===== config.mk =====
export PLATFORM = sky130hd
export DESIGN_NAME = sacl_front_flat
export DESIGN_NICKNAME = d
export VERILOG_FILES = /design/src/hdl/set_assoc_cache_lru_asid_defines.svh /design/src/hdl/sacl_pkg.sv /design/src/hdl/sacl_if.sv /design/src/hdl/sacl_front.sv /design/src/flat_wrapper.sv
export SDC_FILE = /design/constraint.sdc
export NUM_CORES = 1
export LEC_CHECK = 0
export BUFFER_PORTS_ARGS = -buffer_cell sky130_fd_sc_hd__buf_2
export CAP_MARGIN = 20
export CORE_MARGIN = 2
export CORE_UTILIZATION = 35
export DETAILED_ROUTE_END_ITERATION = 6
export PLACE_DENSITY = 0.69
export SYNTH_ARGS = -nofsm -noshare
export SYNTH_HDL_FRONTEND = slang
export SYNTH_SLANG_ARGS = --single-unit
export TNS_END_PERCENT = 30

===== constraint.sdc =====
create_clock -name vclk -period 4.19
set_input_delay 0.419 -clock vclk [all_inputs]
set_output_delay 0.419 -clock vclk [all_outputs]
set_load 0.005 [all_outputs]

===== src/hdl/set_assoc_cache_lru_asid_defines.svh =====
// assertion macros used by the cache back sequencer
`ifndef SET_ASSOC_CACHE_LRU_ASID_DEFINES_SVH
`define SET_ASSOC_CACHE_LRU_ASID_DEFINES_SVH

// same-cycle implication, off during reset
`define SACL_ASSERT_IMPL(label, clk, rst_n, ante, cons) \
    label: assert property (@(posedge clk) disable iff (!rst_n) (ante) |-> (cons)) \
        else $error("sacl assertion failed");

// next-cycle implication, off during reset
`define SACL_ASSERT_NEXT(label, clk, rst_n, ante, cons) \
    label: assert property (@(posedge clk) disable iff (!rst_n) (ante) |=> (cons)) \
        else $error("sacl assertion failed");

`endif


===== src/hdl/sacl_pkg.sv =====
package sacl_pkg;

    localparam int DEF_SET_BITS     = 6;
    localparam int DEF_LINE_BITS    = 3;
    localparam int DEF_WAYS         = 4;
    localparam int DEF_ADDRESS_BITS = 32;

    localparam int ASID_W      = 16;
    localparam int MAX_BYTES   = 4;
    localparam int QUEUE_DEPTH = 2;

    localparam logic [31:0] ALL_ONES = 32'hffffffff;

    typedef enum logic [2:0] {
        ACT_PROBE = 3'd0,
        ACT_READ  = 3'd1,
        ACT_WRITE = 3'd2,
        ACT_FILL  = 3'd3,
        ACT_INVAL = 3'd4
    } t_action;

    typedef enum logic [2:0] {
        ST_IDLE,
        ST_TAG,
        ST_CMP,
        ST_DATA,
        ST_DONE
    } t_state;

    typedef enum logic [1:0] {
        HIT_NONE    = 2'd0,
        HIT_SINGLE  = 2'd1,
        HIT_PARTIAL = 2'd2,
        HIT_BOTH    = 2'd3
    } t_hit;

    // classified request handed from front to back
    typedef struct packed {
        logic [2:0]                 action;
        logic [31:0]                line0;
        logic [31:0]                line1;
        logic [ASID_W-1:0]          asid;
        logic                       spans;
        logic [MAX_BYTES-1:0]       sel0;
        logic [MAX_BYTES-1:0]       sel1;
        logic [MAX_BYTES-1:0][2:0]  off;
        logic [63:0]                data;
    } t_req;

endpackage


===== src/hdl/sacl_if.sv =====
interface sacl_in_if;
    logic        valid;
    logic        ready;
    logic [2:0]  action;
    logic [31:0] address;
    logic [15:0] asid;
    logic [2:0]  byte_count;
    logic [63:0] data;

    modport source (output valid, action, address, asid, byte_count, data, input ready);
    modport sink   (input valid, action, address, asid, byte_count, data, output ready);
endinterface



===== src/hdl/sacl_front.sv =====
module sacl_front
    import sacl_pkg::*;
#(
    parameter int LINE_BITS    = DEF_LINE_BITS,
    parameter int ADDRESS_BITS = DEF_ADDRESS_BITS
) (
    sacl_in_if.sink i_in,
    input  logic    i_full,
    output logic    o_push,
    output t_req    o_req
);

    localparam logic [31:0] ADDR_MASK = ALL_ONES >> (32 - ADDRESS_BITS);
    localparam logic [31:0] LN_MASK   = ADDR_MASK >> LINE_BITS;
    localparam logic [31:0] OFF_MASK  = (32'd1 << LINE_BITS) - 32'd1;

    always_comb begin
        logic [31:0] addr;
        logic [31:0] last;
        logic [31:0] a;
        logic [31:0] ln;
        logic [2:0]  cnt;
        logic        en;
        addr = i_in.address & ADDR_MASK;
        cnt  = i_in.byte_count;
        if (cnt == 3'd0) begin
            cnt = 3'd1;
        end else if (cnt > 3'd4) begin
            cnt = 3'd4;
        end
        o_req.action = i_in.action;
        o_req.asid   = i_in.asid;
        o_req.data   = i_in.data;
        o_req.line0  = addr >> LINE_BITS;
        last         = (addr + {29'd0, cnt} - 32'd1) & ADDR_MASK;
        o_req.spans  = (last >> LINE_BITS) != o_req.line0;
        o_req.line1  = (o_req.line0 + 32'd1) & LN_MASK;
        // which line each byte lands in; bytes past the second line drop out
        for (int i = 0; i < MAX_BYTES; i++) begin
            a  = (addr + 32'(i)) & ADDR_MASK;
            ln = a >> LINE_BITS;
            en = 3'(i) < cnt;
            o_req.sel0[i] = en && (ln == o_req.line0);
            o_req.sel1[i] = en && !o_req.sel0[i] && o_req.spans && (ln == o_req.line1);
            o_req.off[i]  = 3'(a & OFF_MASK);
        end
    end

    assign i_in.ready = !i_full;
    assign o_push     = i_in.valid && !i_full;

endmodule


===== src/flat_wrapper.sv =====
// flat-port wrapper written by rule: the top's interface ports become plain ports
module sacl_front_flat import sacl_pkg::*;
#(
    parameter int LINE_BITS    = DEF_LINE_BITS,
    parameter int ADDRESS_BITS = DEF_ADDRESS_BITS
)
  (i_full, o_push, o_req, i_in_valid, i_in_action, i_in_address, i_in_asid, i_in_byte_count, i_in_data, i_in_ready);
  sacl_in_if i_in_i ();
  input  logic i_full;
  output logic o_push;
  output t_req o_req;
  input wire logic [$bits(i_in_i.valid)-1:0] i_in_valid;
  input wire logic [$bits(i_in_i.action)-1:0] i_in_action;
  input wire logic [$bits(i_in_i.address)-1:0] i_in_address;
  input wire logic [$bits(i_in_i.asid)-1:0] i_in_asid;
  input wire logic [$bits(i_in_i.byte_count)-1:0] i_in_byte_count;
  input wire logic [$bits(i_in_i.data)-1:0] i_in_data;
  output wire logic [$bits(i_in_i.ready)-1:0] i_in_ready;
  assign i_in_i.valid = i_in_valid;
  assign i_in_i.action = i_in_action;
  assign i_in_i.address = i_in_address;
  assign i_in_i.asid = i_in_asid;
  assign i_in_i.byte_count = i_in_byte_count;
  assign i_in_i.data = i_in_data;
  assign i_in_ready = i_in_i.ready;
  sacl_front #(.LINE_BITS(LINE_BITS), .ADDRESS_BITS(ADDRESS_BITS)) u_core (.i_in(i_in_i), .i_full(i_full), .o_push(o_push), .o_req(o_req));
endmodule

==> impl_results.md <==
- Status: completed
- Final setup viols: 0
- Final net count: 811
- Site Rows: 41
- Final hold slack: 0.8380 ns
- FF+latch count: 0
- Top cells by area, synth: buf_4 (21%), ha_1 (18%), xnor2_1 (9.9%)
- Req. time, crit path: 3.77 ns
- Largest net degree at the start of global routing: 12
- Startpoint types: primary input
- Gate Count Post-Synth: 634
- Global-route wire length before repair: 18,550 um
- Min-delay src: i_in_data[0]
- Post-CTS Setup Bufs: 0
- Share of layout cells above drive strength 1: 0.2281
- Rel. slew slack: 0.6170
- GPL Wtd Cong: 0.9351
- Final worst-path cycle share: 0.9609
- Arr. time, crit path: 3.61 ns
- Die H: 116.4 um
- Critical Path Start: i_in_byte_count[2]
- Dpl ws: 0.09595 ns
- Core region area: 12,470 um2
- Tightest Pin Transition: 0.5693 ns
- Drt first pass iters: 5
- Initial core utilization: 0.3544
- Grt total ovfl: 0
- Max Clock Freq: 0.2484 GHz
- Total Routing Usage GR: 0.1675
- Syn-to-layout area delta: -2.379%
- Distinct cells, synth: 67
- Port bufs: 116
- Count leader, synth: buf_4
- WL per Instance: 15.05 um
- Die W: 116.4 um
- Syn avg cell area: 6.968 um2
- Static Leakage: 2.055 nW
- Antenna violations before repair: 0
- Crit Path Category: primary input to primary output
- HP Class: primary input to primary output
- Register area: 0 um2
- # fillers: 1,382
- Top cells by count, synth: buf_4 (126), ha_1 (62), inv_1 (51)
- Top-area cell type share of the netlist area: 0.2141
- YS warnings: 0
- Ports: 290
- Cell area after synthesis: 4418 um2
- Final cell count without fillers: 800
- Final WL: 12,040 um
- Initial drt markers: 264
- Max Slew Vio Count: 0
- Setup TNS: 0 ns
- Power Dens Cells: 139.5 nW/um2
- Die area: 13,540 um2
- Hold Vio Cnt, Final: 0
- Via count: 4,193
- Minimum clock period: 4.026 ns
- Post-synthesis sequential area ratio: 0
- Setup crit end kind: primary output
- Placed cells: 799
- Clock buf count: 0
- Routed Antenna Nets: 0
- Post-DP HPWL: 10,060 um
- Synth area leader: buf_4
- Drt via density: 5.241
- Max FO, Critical Path: 7
- Remaining DRCs: 0
- Vias in the first global route: 3,738
- Setup ws final: 0.1639 ns
- Maxcap violations: 0
- Worst vdd ir: 33.17 uV
## worst max-delay path, cell delays in order
cell and delay (ns):
buf_2 0.14, inv_1 0.07, ha_1 0.27, inv_1 0.04, ha_1 0.26, nor2_2 0.18
o211ai_1 0.25, a311oi_1 0.40, nor3_1 0.09, a221o_2 0.30, nor4_1 0.29, o2111ai_2 0.23
nor4_4 0.40, a31oi_1 0.13, buf_2 0.15
## logic make-up after synthesis
family	after synthesis	share of synthesized area
other	2	0.001700
and+or+nand+nor	174	0.2067
muxes	7	0.01643
AOI/OAI and AO/OA	137	0.2039
xor gates and xnor gates	62	0.1229
adders and majority gates	62	0.1756
buffers and inverters	190	0.2727
## cell usage in the layout, fill, tap and decap left out, types with 3 or more instances in the layout
cell type | synthesis | layout
o211ai_1 | 4 | 4
o21ai_1 | 6 | 6
a21oi_1 | 39 | 38
a31oi_1 | 9 | 9
nand2b_1 | 6 | 6
xor2_1 | 12 | 12
nor2b_1 | 4 | 4
xnor2_1 | 50 | 50
and2_1 | 4 | 4
nor2_1 | 38 | 37
buf_2 | 3 | 116
a21o_1 | 6 | 6
and4_1 | 3 | 3
mux2i_1 | 5 | 5
inv_1 | 51 | 51
nand2_1 | 43 | 43
a311oi_1 | 4 | 4
a211oi_1 | 8 | 8
nor3_1 | 12 | 12
ha_1 | 62 | 62
and3_1 | 13 | 13
nand4_1 | 16 | 16
o22ai_1 | 3 | 3
buf_4 | 126 | 10
nor4_1 | 6 | 5
o21ai_0 | 25 | 25
o21bai_1 | 5 | 5
conb_1 | 2 | 8
nand3_1 | 15 | 15
## final cells by class
| type | count | area, um2 | share of cell area |
|---|---|---|---|
| inverter | 51 | 191.4 | 0.04439 |
| tap | 172 | 215.2 | 0.04990 |
| timing repair buffer | 126 | 655.6 | 0.1520 |
| antenna | 1 | 2.502 | 0.0005802 |
| multi-input combinational | 450 | 3248 | 0.7531 |
## stage by stage
step	cell area (um2)	utilization	power (mW)
finish	4313	0.3460	0.6018
global route	4310	0.3458	0.6659
CTS	4298	0.3448	0.5910
detailed placement	4298	0.3448	0.5883
global placement	4298	0.3448	0.5886
floorplan	4441	-	0.4841
## path summary, 6_finish.rpt
kind                     to  cells past startpoint
setup / recovery  o_req[77]                     15
hold / removal     o_req[0]                      0
## routing by layer
metal | vias up | GRT usage | part of all wire | wire length [um]
met3 | 44 | 0.01297 | 0.070 | 847
met4 | 0 | 0.04841 | 0.030 | 363
met5 | - | 0 | 0 | 0
li1 | 2078 | - | - | -
met2 | 196 | 0.2733 | 0.43 | 5123
met1 | 1875 | 0.2361 | 0.47 | 5703
## power by group
group | total, mW | switching (mW) | internal [mW]
clock network | 0.000000000107 | 0 | 0.0000000000975
registers | 0 | 0 | 0
logic | 0.602 | 0.361 | 0.241
total | 0.602 | 0.361 | 0.241
## what timing repair did
action / in CTS / in global routing
gates resized for setup: 0 / 3
hold buffers: 0 / 0
setup endpoints to repair: 0 / 4
Power figures use the tool's default switching activity.
