<file path="src/hdl/set_assoc_cache_lru_asid_defines.svh">
// assertion macros used by the cache back sequencer
`ifndef SET_ASSOC_CACHE_LRU_ASID_DEFINES_SVH
`define SET_ASSOC_CACHE_LRU_ASID_DEFINES_SVH

// same-cycle implication, off during reset
`define SACL_ASSERT_IMPL(label, clk, rst_n, ante, cons) \
    label: assert property (@(posedge clk) disable iff (!rst_n) (ante) |-> (cons)) \
        else $error("sacl assertion failed");

// next-cycle implication, off during reset
`define SACL_ASSERT_NEXT(label, clk, rst_n, ante, cons) \
    label: assert property (@(posedge clk) disable iff (!rst_n) (ante) |=> (cons)) \
        else $error("sacl assertion failed");

`endif

</file>
<file path="src/hdl/sacl_pkg.sv">
package sacl_pkg;

    localparam int DEF_SET_BITS     = 6;
    localparam int DEF_LINE_BITS    = 3;
    localparam int DEF_WAYS         = 4;
    localparam int DEF_ADDRESS_BITS = 32;

    localparam int ASID_W      = 16;
    localparam int MAX_BYTES   = 4;
    localparam int QUEUE_DEPTH = 2;

    localparam logic [31:0] ALL_ONES = 32'hffffffff;

    typedef enum logic [2:0] {
        ACT_PROBE = 3'd0,
        ACT_READ  = 3'd1,
        ACT_WRITE = 3'd2,
        ACT_FILL  = 3'd3,
        ACT_INVAL = 3'd4
    } t_action;

    typedef enum logic [2:0] {
        ST_IDLE,
        ST_TAG,
        ST_CMP,
        ST_DATA,
        ST_DONE
    } t_state;

    typedef enum logic [1:0] {
        HIT_NONE    = 2'd0,
        HIT_SINGLE  = 2'd1,
        HIT_PARTIAL = 2'd2,
        HIT_BOTH    = 2'd3
    } t_hit;

    // classified request handed from front to back
    typedef struct packed {
        logic [2:0]                 action;
        logic [31:0]                line0;
        logic [31:0]                line1;
        logic [ASID_W-1:0]          asid;
        logic                       spans;
        logic [MAX_BYTES-1:0]       sel0;
        logic [MAX_BYTES-1:0]       sel1;
        logic [MAX_BYTES-1:0][2:0]  off;
        logic [63:0]                data;
    } t_req;

endpackage

</file>
<file path="src/hdl/sacl_queue.sv">
module sacl_queue
    import sacl_pkg::*;
(
    input  logic i_clk,
    input  logic i_rst_n,
    input  logic i_push,
    input  t_req i_data,
    input  logic i_pop,
    output t_req o_data,
    output logic o_full,
    output logic o_empty
);

    t_req       r_mem [QUEUE_DEPTH];
    logic       r_wptr;
    logic       r_rptr;
    logic [1:0] r_count;

    always_ff @(posedge i_clk) begin
        if (!i_rst_n) begin
            r_wptr  <= 1'b0;
            r_rptr  <= 1'b0;
            r_count <= 2'd0;
        end else begin
            if (i_push) begin
                r_wptr <= !r_wptr;
            end
            if (i_pop) begin
                r_rptr <= !r_rptr;
            end
            r_count <= r_count + 2'(i_push) - 2'(i_pop);
        end
    end

    always_ff @(posedge i_clk) begin
        if (i_push) begin
            r_mem[r_wptr] <= i_data;
        end
    end

    assign o_data  = r_mem[r_rptr];
    assign o_full  = r_count == 2'(QUEUE_DEPTH);
    assign o_empty = r_count == 2'd0;

endmodule

</file>
<file path="config.mk">
export PLATFORM = sky130hd
export DESIGN_NAME = sacl_queue
export DESIGN_NICKNAME = d
export VERILOG_FILES = /design/src/hdl/set_assoc_cache_lru_asid_defines.svh /design/src/hdl/sacl_pkg.sv /design/src/hdl/sacl_queue.sv
export SDC_FILE = /design/constraint.sdc
export NUM_CORES = 1
export LEC_CHECK = 0
export ABC_AREA = 1
export BUFFER_PORTS_ARGS = -buffer_cell sky130_fd_sc_hd__buf_4
export CORE_MARGIN = 10
export CORE_UTILIZATION = 52
export CTS_CLUSTER_SIZE = 28
export DETAILED_ROUTE_END_ITERATION = 8
export GPL_TIMING_DRIVEN = 0
export PLACE_DENSITY = 0.79
export SKIP_CTS_REPAIR_TIMING = 1
export SYNTH_ARGS = -nofsm -noshare
export SYNTH_HDL_FRONTEND = slang
export SYNTH_SLANG_ARGS = --single-unit
export TNS_END_PERCENT = 20
</file>
<file path="constraint.sdc">
create_clock -name i_clk -period 11 [get_ports i_clk]
set_clock_uncertainty 0.05 [all_clocks]
set_input_delay 1.1 -clock i_clk [delete_from_list [all_inputs] [get_ports i_clk]]
set_output_delay 1.1 -clock i_clk [all_outputs]
set_load 0.02 [all_outputs]
</file>
==> results of run 1 <==
## logic make-up (layout without fill, tap and decap cells)
logic type	after synthesis	in the layout	synth area share, %
adders and majority gates	2	2	0.196
DFF	341	341	79.8
muxes	168	168	17.8
and+or+nand+nor	18	18	0.539
buffers and inverters	26	435	1.68
AOI/OAI and AO/OA	1	1	0.0391
## metal layers
metal  share of wire (%)  track usage [%]  wire length (um)
met2                  51             30.2             14400
met4                 2.2             5.04               641
met3                 9.0             6.59              2570
met1                  38             20.0             10900
met5               0.070                0                20
## state kept, by name (all words and copies together) (netlist names), named ones only
signal	count
r_wptr	1
r_mem	336
r_rptr	1
r_count	2
## power breakdown
part	switching [mW]	internal (mW)	leakage (nW)	total (mW)
Sequential	0.0171	1.51	3.20	1.52
Clock	0.449	0.681	0.543	1.13
Combinational	0.204	0.200	2.93	0.404
Total	0.670	2.39	6.67	3.06
## placed cells by master, fill, tap and decap left out
cell type / netlist / final
mux2_2: 67 / 67
dfxtp_1: 5 / 5
buf_4: 0 / 341
clkinv_2: 0 / 5
clkbuf_16: 0 / 37
edfxtp_1: 336 / 336
nor2_4: 0 / 1
inv_1: 7 / 6
buf_6: 15 / 15
clkbuf_1: 0 / 7
clkinv_1: 0 / 8
buf_16: 0 / 3
nor2_1: 9 / 8
nand3_1: 1 / 1
buf_12: 0 / 4
nand2_1: 8 / 8
clkinv_4: 0 / 1
ha_1: 2 / 2
bufinv_16: 0 / 3
mux2_4: 101 / 101
inv_8: 0 / 1
buf_2: 4 / 4
a21oi_1: 1 / 1
## critical path, delay by kind of cell (launching register included)
family / cells / cell delay, ns
muxes: 1 / 0.33
buffers and inverters: 4 / 0.70
DFF: 1 / 0.32
## metrics by stage
step	hold WS, ns	total power, mW	setup TNS [ns]
6_report	0.447	3.06	0
5_1_grt	0.469	3.16	0
4_1_cts	0.447	3.09	0
3_5_place_dp	0.441	1.96	0
3_3_place_gp	0.424	1.96	-368.60
2_1_floorplan	0.413	1.78	0
## worst min path at each step
stage	startpoint	end	slack, ns	depth (start not counted)
2_1_floorplan	r_rptr	flop	0.41	2
3_3_place_gp	r_rptr	r_rptr	0.42	2
3_5_place_dp	r_rptr	flop	0.44	2
4_1_cts	r_rptr	flop	0.45	2
5_1_grt	r_rptr	flop	0.47	2
6_report	r_rptr	flop	0.45	2
## layout make-up
| class | count | area [um^2] |
|---|---|---|
| clock inverter | 17 | 154 |
| sequential | 341 | 10200 |
| multi-input combinational | 189 | 2380 |
| clock buffer | 44 | 952 |
| inverter | 7 | 33.8 |
| timing repair buffer | 348 | 2720 |
| fill | 1539 | 7220 |
| buffer | 19 | 189 |
| tap | 324 | 405 |
==> impl_metrics.yaml, run 1 <==
place:
  place_ws_ns: 8.13
  io_buffers: 341
  hpwlAfterDp_mm: 20.4
  post_dp_cell_area_mm2: 0.0159
  gp_congestion: 0.748
  dp.cells: 1228
clock_tree:
  clk_path_buf_depth: 3
  clockRootBuffer: "clkbuf_16"
  path_clk_slew_ns: 0.06
  htreeDepth: 2
  numClockSinks: 341
  cts_tree: "built"
  cts_buffers: 35
  clock_insertion_delay_worst_skew_ns: 0.50
yosys:
  synth_edf_count: 336
  yosysMostFrequentCell: "edfxtp_1"
  syn_inst: 556
  synthTopCellsByArea: "edfxtp_1 79%, mux2_4 12%, mux2_2 5.9%, buf_6 1.3%, dfxtp_1 0.78%"
  synth_seq_cells: 341
  ys.warnings.count: 0
  netlist_area_mm2: 0.0128
  yosysTopAreaCellShare_pct: 79.0
  synth_common_cells: "336 x edfxtp_1, 101 x mux2_4, 67 x mux2_2"
  synth-async-reset-ratio_pct: 0
  yosys.area.top_type: "edfxtp_1"
  yosys_most_used_dff: "edfxtp_1"
  avgSynthCellArea_um2: 23.0
  synthDistinctLibCells: 12
  syn_nets: 730
  ys_seq_area_share_pct: 79.8
route:
  drtIter0Drc: 413
  first_pass_iters: 4
  ant_nets: 0
  viasPerCell: 5.03
  drc: 0
  avgRoutedWirePerCell_um: 22.2
  vias: 6483
  wirelength_mm: 28.6
layout:
  drive_gt1_share_pct: 60.4
  instances_no_fill: 1289
  antenna_cells: 0
  synthToLayoutAreaGrowth_pct: 33.3
  design_area_mm2: 0.0170
  fin_util_pct: 70.2
  final_nets: 1115
timing:
  post-route-period-util_pct: 27.4
  min_period_ns: 3.02
  max_slew.worst_pin.slew_ns: 0.851
  rsz0062_at_grt: "no"
  max_freq_mhz: 331
  final_hold_viol_count: 0
  finalSetupViolCount: 0
  setup_ws_ns: 7.98
  drv_slew: 0
  slew_headroom_pct: 43.1
floorplan:
  std_cell_rows: 57
  die_h_um: 177
  coreArea_mm2: 0.0242
  die_x_um: 177
  die-area_mm2: 0.0312
  initial_core_util_pct: 52.7
  ios: 342
critical_path:
  end_kind: "output pin"
  path_common_cell: "buf_6"
  critPathRequiredTime_ns: 9.85
  crit_slowest_cell: "mux2_4"
  crit_path_end: "o_data[126]"
  r2r_cells: 3
  path_class: "flop to output pin"
  critPathArrivalTime_ns: 1.87
  r2r_start: "r_wptr"
  worst-path-max-fanout: 10
  timing.rr.end: "r_mem[1][61]"
  startpoint_type: "flop"
  cp_slowest_stage_delay_ns: 0.33
  path_cells: "buf_6 -> buf_6 -> buf_6 -> mux2_4 -> buf_4"
  r2r_setup_slack_ns: 9.04
global_routing:
  antenna_found_initial: 1
  grt_max_degree: 88
  grt.overflow.total: 0
  grt_pass1_vias: 7003
  grt_usage_pct: 17.5
  grt_pass1_wl_mm: 41.7
power:
  max-vdd-ir-drop_uv: 142
  power_density_mw_per_mm2: 180
  power.leakage_nw: 6.67
run_status:
  status: "complete, no violations"
run:
  maxCapViolCount: 0
hold_path:
  hp-class: "flop to flop"
Note: power is estimated with default switching activity, not from simulation.
==> run 2: changes to the inputs <==
Settings changed: CORE_UTILIZATION 52 to 47, PLACE_DENSITY 0.79 to 0.75.
Clock period 11 ns to 2.49 ns, I/O delays scaled along.
==> run 2 against run 1 <==
Net effect: first-iteration DRC count fell by 22%; die area is 9.4% higher; clock-buffer cell count is 9 higher; register-to-register slack worse by 8.5 ns; clock power increased to 4.6 times the previous value; global-route usage decreased by 1.7 points; critical path depth did not move; combinational power grew to 5.1 times the previous value; worst setup slack got worse by 7.7 ns; non-clock buffer count grew 176; largest cell class unchanged.
==> impl_metrics.yaml, run 2 (same netlist as run 1, synthesis figures left out) <==
run_status:
  status: "complete, no violations"
critical_path:
  critPathArrivalTime_ns: 1.90
  path_class: "flop to output pin"
  worst-path-max-fanout: 10
  path_common_cell: "buf_6"
  timing.rr.end: "r_mem[1][87]"
  critPathRequiredTime_ns: 2.19
  crit_cells: 5
  path_delay_family: "buffers and inverters"
  crit_slowest_cell: "mux2_4"
  r2r_setup_slack_ns: 0.49
  end_kind: "output pin"
  cp_slowest_stage_delay_ns: 0.33
  r2r_start: "r_wptr"
  path_buf_inv: 4
  path_cells: "buf_6 -> buf_6 -> buf_6 -> mux2_4 -> buf_4"
  startpoint_type: "flop"
  r2r_cells: 5
global_routing:
  grt_pass1_vias: 6966
  grt_max_degree: 40
  grt.overflow.total: 0
  grt_pass1_wl_mm: 41.2
  antenna_found_initial: 6
  grt_usage_pct: 15.8
layout:
  synthToLayoutAreaGrowth_pct: 48.2
  largest_reg_flops: 336
  design_area_mm2: 0.0189
  drive_gt1_share_pct: 51.7
  top_register: "r_mem"
  final_nets: 1293
  mostFrequentLayoutCells: "341 x buf_4, 336 x edfxtp_1, 171 x dlygate4sd3_1"
  reg_top3: "r_mem x336, r_count x2"
  layout_commonest_cell: "buf_4"
  nFillCells: 1642
floorplan:
  initial_core_util_pct: 47.5
  coreArea_mm2: 0.0269
  ios: 342
  std_cell_rows: 60
  die-area_mm2: 0.0342
  die_x_um: 185
  die_h_um: 185
hold_path:
  min_from: "i_data[19]"
  hp-class: "input port to flop"
  min_to: "r_mem[0][19]"
  hold_depth: 2
place:
  hpwlAfterDp_mm: 20.3
  io_buffers: 341
  gp_congestion: 0.734
  post_dp_cell_area_mm2: 0.0160
timing:
  drv_slew: 0
  rsz0062_at_grt: "no"
  max_slew.worst_pin.slew_ns: 0.542
  hold-worst-slack_ns: 0.415
  post-route-period-util_pct: 88.5
  final_hold_viol_count: 0
  max_freq_mhz: 454
  finalSetupViolCount: 0
  min_period_ns: 2.20
  slew_headroom_pct: 63.8
route:
  first_pass_iters: 4
  drtIter0Drc: 324
  vias: 7193
  ant_nets: 0
  viasPerCell: 4.80
  drc: 0
  avgRoutedWirePerCell_um: 21.3
  wirelength_mm: 31.8
clock_tree:
  cts_tree: "built"
  numClockSinks: 341
  clockRootBuffer: "clkbuf_16"
  path_clk_slew_ns: 0.06
  htreeDepth: 2
  clk_path_buf_depth: 3
  cts_buffers: 37
  clock_insertion_delay_worst_skew_ns: 0.51
power:
  power_density_mw_per_mm2: 740
  power.leakage_nw: 7.44
  max-vdd-ir-drop_uv: 701
  p_total_mw: 14.0
run:
  maxCapViolCount: 0
run 2: power breakdown:
| group | total (mW) | leakage [nW] | switching [mW] | internal, mW |
|---|---|---|---|---|
| Clock | 5.22 | 0.568 | 2.10 | 3.12 |
| Combinational | 2.07 | 3.68 | 0.990 | 1.08 |
| Sequential | 6.73 | 3.20 | 0.0788 | 6.65 |
| Total | 14.0 | 7.44 | 3.17 | 10.9 |
run 2: how the worst max path moves through the flow:
stage | from | end | slack (ns)
after global routing | flop | o_data[77] | 0.19
after floorplan | r_wptr | r_mem[1][0] | -0.85
final | flop | o_data[144] | 0.29
after CTS | flop | o_data[77] | 0.22
after detailed placement | i_push | r_mem[1][117] | 0.42
after global placement | i_push | r_mem[1][122] | -2.53
run 2: per-layer routing:
metal / GRT usage [%] / share of wire, % / vias up
met4: 5.10 / 1.9 / 2
met3: 7.45 / 8.5 / 43
li1: - / - / 3340
met2: 26.8 / 53 / 251
met1: 17.2 / 37 / 3557
met5: 0 / 0.041 / -
run 2: worst register-to-register path: stages, from the launching register on:
cell	delay, ns
dfxtp_2	0.34
nand2_2	0.10
clkinvlp_4	0.45
buf_12	0.38
buf_12	0.20
buf_12	0.20
run 2: layout make-up:
class | count | area (um^2) | area share (%)
sequential | 341 | 10200 | 53.8
timing repair buffer | 524 | 4530 | 23.9
multi-input combinational | 189 | 2380 | 12.6
clock buffer | 53 | 1040 | 5.48
tap | 341 | 427 | 2.25
buffer | 19 | 189 | 0.998
clock inverter | 15 | 129 | 0.680
inverter | 7 | 30.0 | 0.159
antenna | 8 | 20.0 | 0.106
run 2: per-stage QoR:
stage	instances	util, %	setup slack, ns	setup TNS, ns
floorplan	556	-	-0.852	-273.15
finish	1497	70.5	0.287	0
global placement	1238	58.7	-2.53	-816.31
detailed placement	1250	59.7	0.419	0
CTS	1318	64.0	0.219	0
global route	1494	70.4	0.191	0
==> run 3: changes to the inputs <==
Settings changed: REMOVE_ABC_BUFFERS set to 1, SLEW_MARGIN set to 20, TNS_END_PERCENT 20 to unset.
==> run 3 against run 2 <==
Net effect: the flow now finishes with violations (negative hold slack); register-to-register slack got worse by 0.08 ns; sequential cell count did not move; die area did not move; non-clock buffer count fell by 16; core utilization fell by 0.46 points; critical path type unchanged; highest routed layer is now met4; largest cell class unchanged.
==> impl_metrics.yaml, run 3 (same netlist as run 1, synthesis figures left out) <==
floorplan:
  die_x_um: 185
  die-area_mm2: 0.0342
  initial_core_util_pct: 47.5
  die_h_um: 185
  ios: 342
  coreArea_mm2: 0.0269
  std_cell_rows: 60
critical_path:
  worst-path-max-fanout: 36
  path_class: "flop to output pin"
  critPathArrivalTime_ns: 2.10
  critPathRequiredTime_ns: 2.19
  end_kind: "output pin"
  r2r_cells: 5
  startpoint_type: "flop"
global_routing:
  grt_usage_pct: 15.3
  grt.overflow.total: 0
  grt_max_degree: 96
  grt_pass1_vias: 6976
  antenna_found_initial: 1
  grt_pass1_wl_mm: 40.2
place:
  gp_congestion: 0.736
  hpwlAfterDp_mm: 19.3
  io_buffers: 341
timing:
  drv_slew: 0
  setup-tns-final_ns: 0
  finalSetupViolCount: 0
  max_slew.worst_pin.slew_ns: 0.660
  slew_headroom_pct: 55.9
  rsz0062_at_grt: "no"
  hold-worst-slack_ns: -0.0371
  min_period_ns: 2.40
  final_hold_viol_count: 1
  max_freq_mhz: 417
  post-route-period-util_pct: 96.3
clock_tree:
  path_clk_slew_ns: 0.06
  clockRootBuffer: "clkbuf_16"
  cts_buffers: 37
  numClockSinks: 341
  htreeDepth: 2
  cts_tree: "built"
  clock_insertion_delay_worst_skew_ns: 0.49
  clk_path_buf_depth: 3
layout:
  layout_commonest_cell: "buf_4"
  final_nets: 1277
  synthToLayoutAreaGrowth_pct: 47.3
  mostFrequentLayoutCells: "341 x buf_4, 336 x edfxtp_1, 170 x dlygate4sd3_1"
  reg_top3: "r_mem x336, r_count x2"
  drive_gt1_share_pct: 50.9
  largest_reg_flops: 336
  nFillCells: 1647
  top_register: "r_mem"
hold_path:
  hold_depth: 3
  hp-class: "input port to flop"
run:
  maxCapViolCount: 0
route:
  drtIter0Drc: 315
  first_pass_iters: 5
  wirelength_mm: 31.2
  ant_nets: 0
  vias: 7136
  viasPerCell: 4.86
  drc: 0
  avgRoutedWirePerCell_um: 21.2
power:
  power_density_mw_per_mm2: 737
  p_total_mw: 13.9
  power.leakage_nw: 7.37
  max-vdd-ir-drop_uv: 672
run_status:
  violations: "negative hold slack"
  status: "finished, violations left"
-- run 3: changes by cell type in the layout (fill, tap and decap cells not counted), moves of 2 or more --
cell	delta
buf_6	-15
buf_16	+7
diode_2	-7
buf_12	-6
buf_2	-4
clkinv_2	-2
inv_6	-2
-- run 3: final timing paths --
kind | from | end | slack, ns
min reg2reg | r_rptr | r_rptr | 0.45
min | i_push | r_wptr | -0.04
max reg2reg | r_wptr | r_mem[0][78] | 0.41
max | flop | o_data[73] | 0.09
-- run 3: final cells by class --
cell class	count	area (um^2)	area share [%]
Multi-Input combinational cell	189	2380	12.6
Clock inverter	14	148	0.785
Antenna cell	1	2.50	0.0133
Inverter	7	33.8	0.180
Sequential cell	341	10200	54.2
Tap cell	341	427	2.27
Clock buffer	49	971	5.16
Timing Repair Buffer	527	4660	24.8
-- run 3: worst max-delay path: stages (launching register included) --
cell and delay, ns:
dfxtp_4 0.52, buf_16 0.29, clkbuf_16 0.29, mux2_4 0.32, buf_4 0.16
-- run 3: routing by layer --
metal	track usage, %	up-vias	wire (um)
met2	26.6	266	16700
met4	5.10	0	730
met5	0	-	0
li1	-	3292	-
met1	16.1	3532	11100
met3	6.99	46	2580
-- run 3: through the flow --
stage | instances | util, % | hold slack, ns | worst slack, ns | area [um^2]
after floorplan | 537 | - | 0.292 | -5.57 | 12600
after global placement | 1219 | 57.9 | 0.384 | -10.12 | 15600
after detailed placement | 1232 | 59.3 | 0.386 | 0.338 | 15900
after CTS | 1295 | 63.4 | -0.145 | -0.177 | 17000
after global routing | 1469 | 70.0 | 0.0116 | 0.00147 | 18800
final | 1469 | 70.0 | -0.0371 | 0.0929 | 18800
-- run 3: power breakdown --
| group | total, mW | internal (mW) | switching, mW |
|---|---|---|---|
| registers | 6.74 | 6.65 | 0.0868 |
| logic | 2.05 | 1.07 | 0.973 |
| clock network | 5.08 | 3.04 | 2.03 |
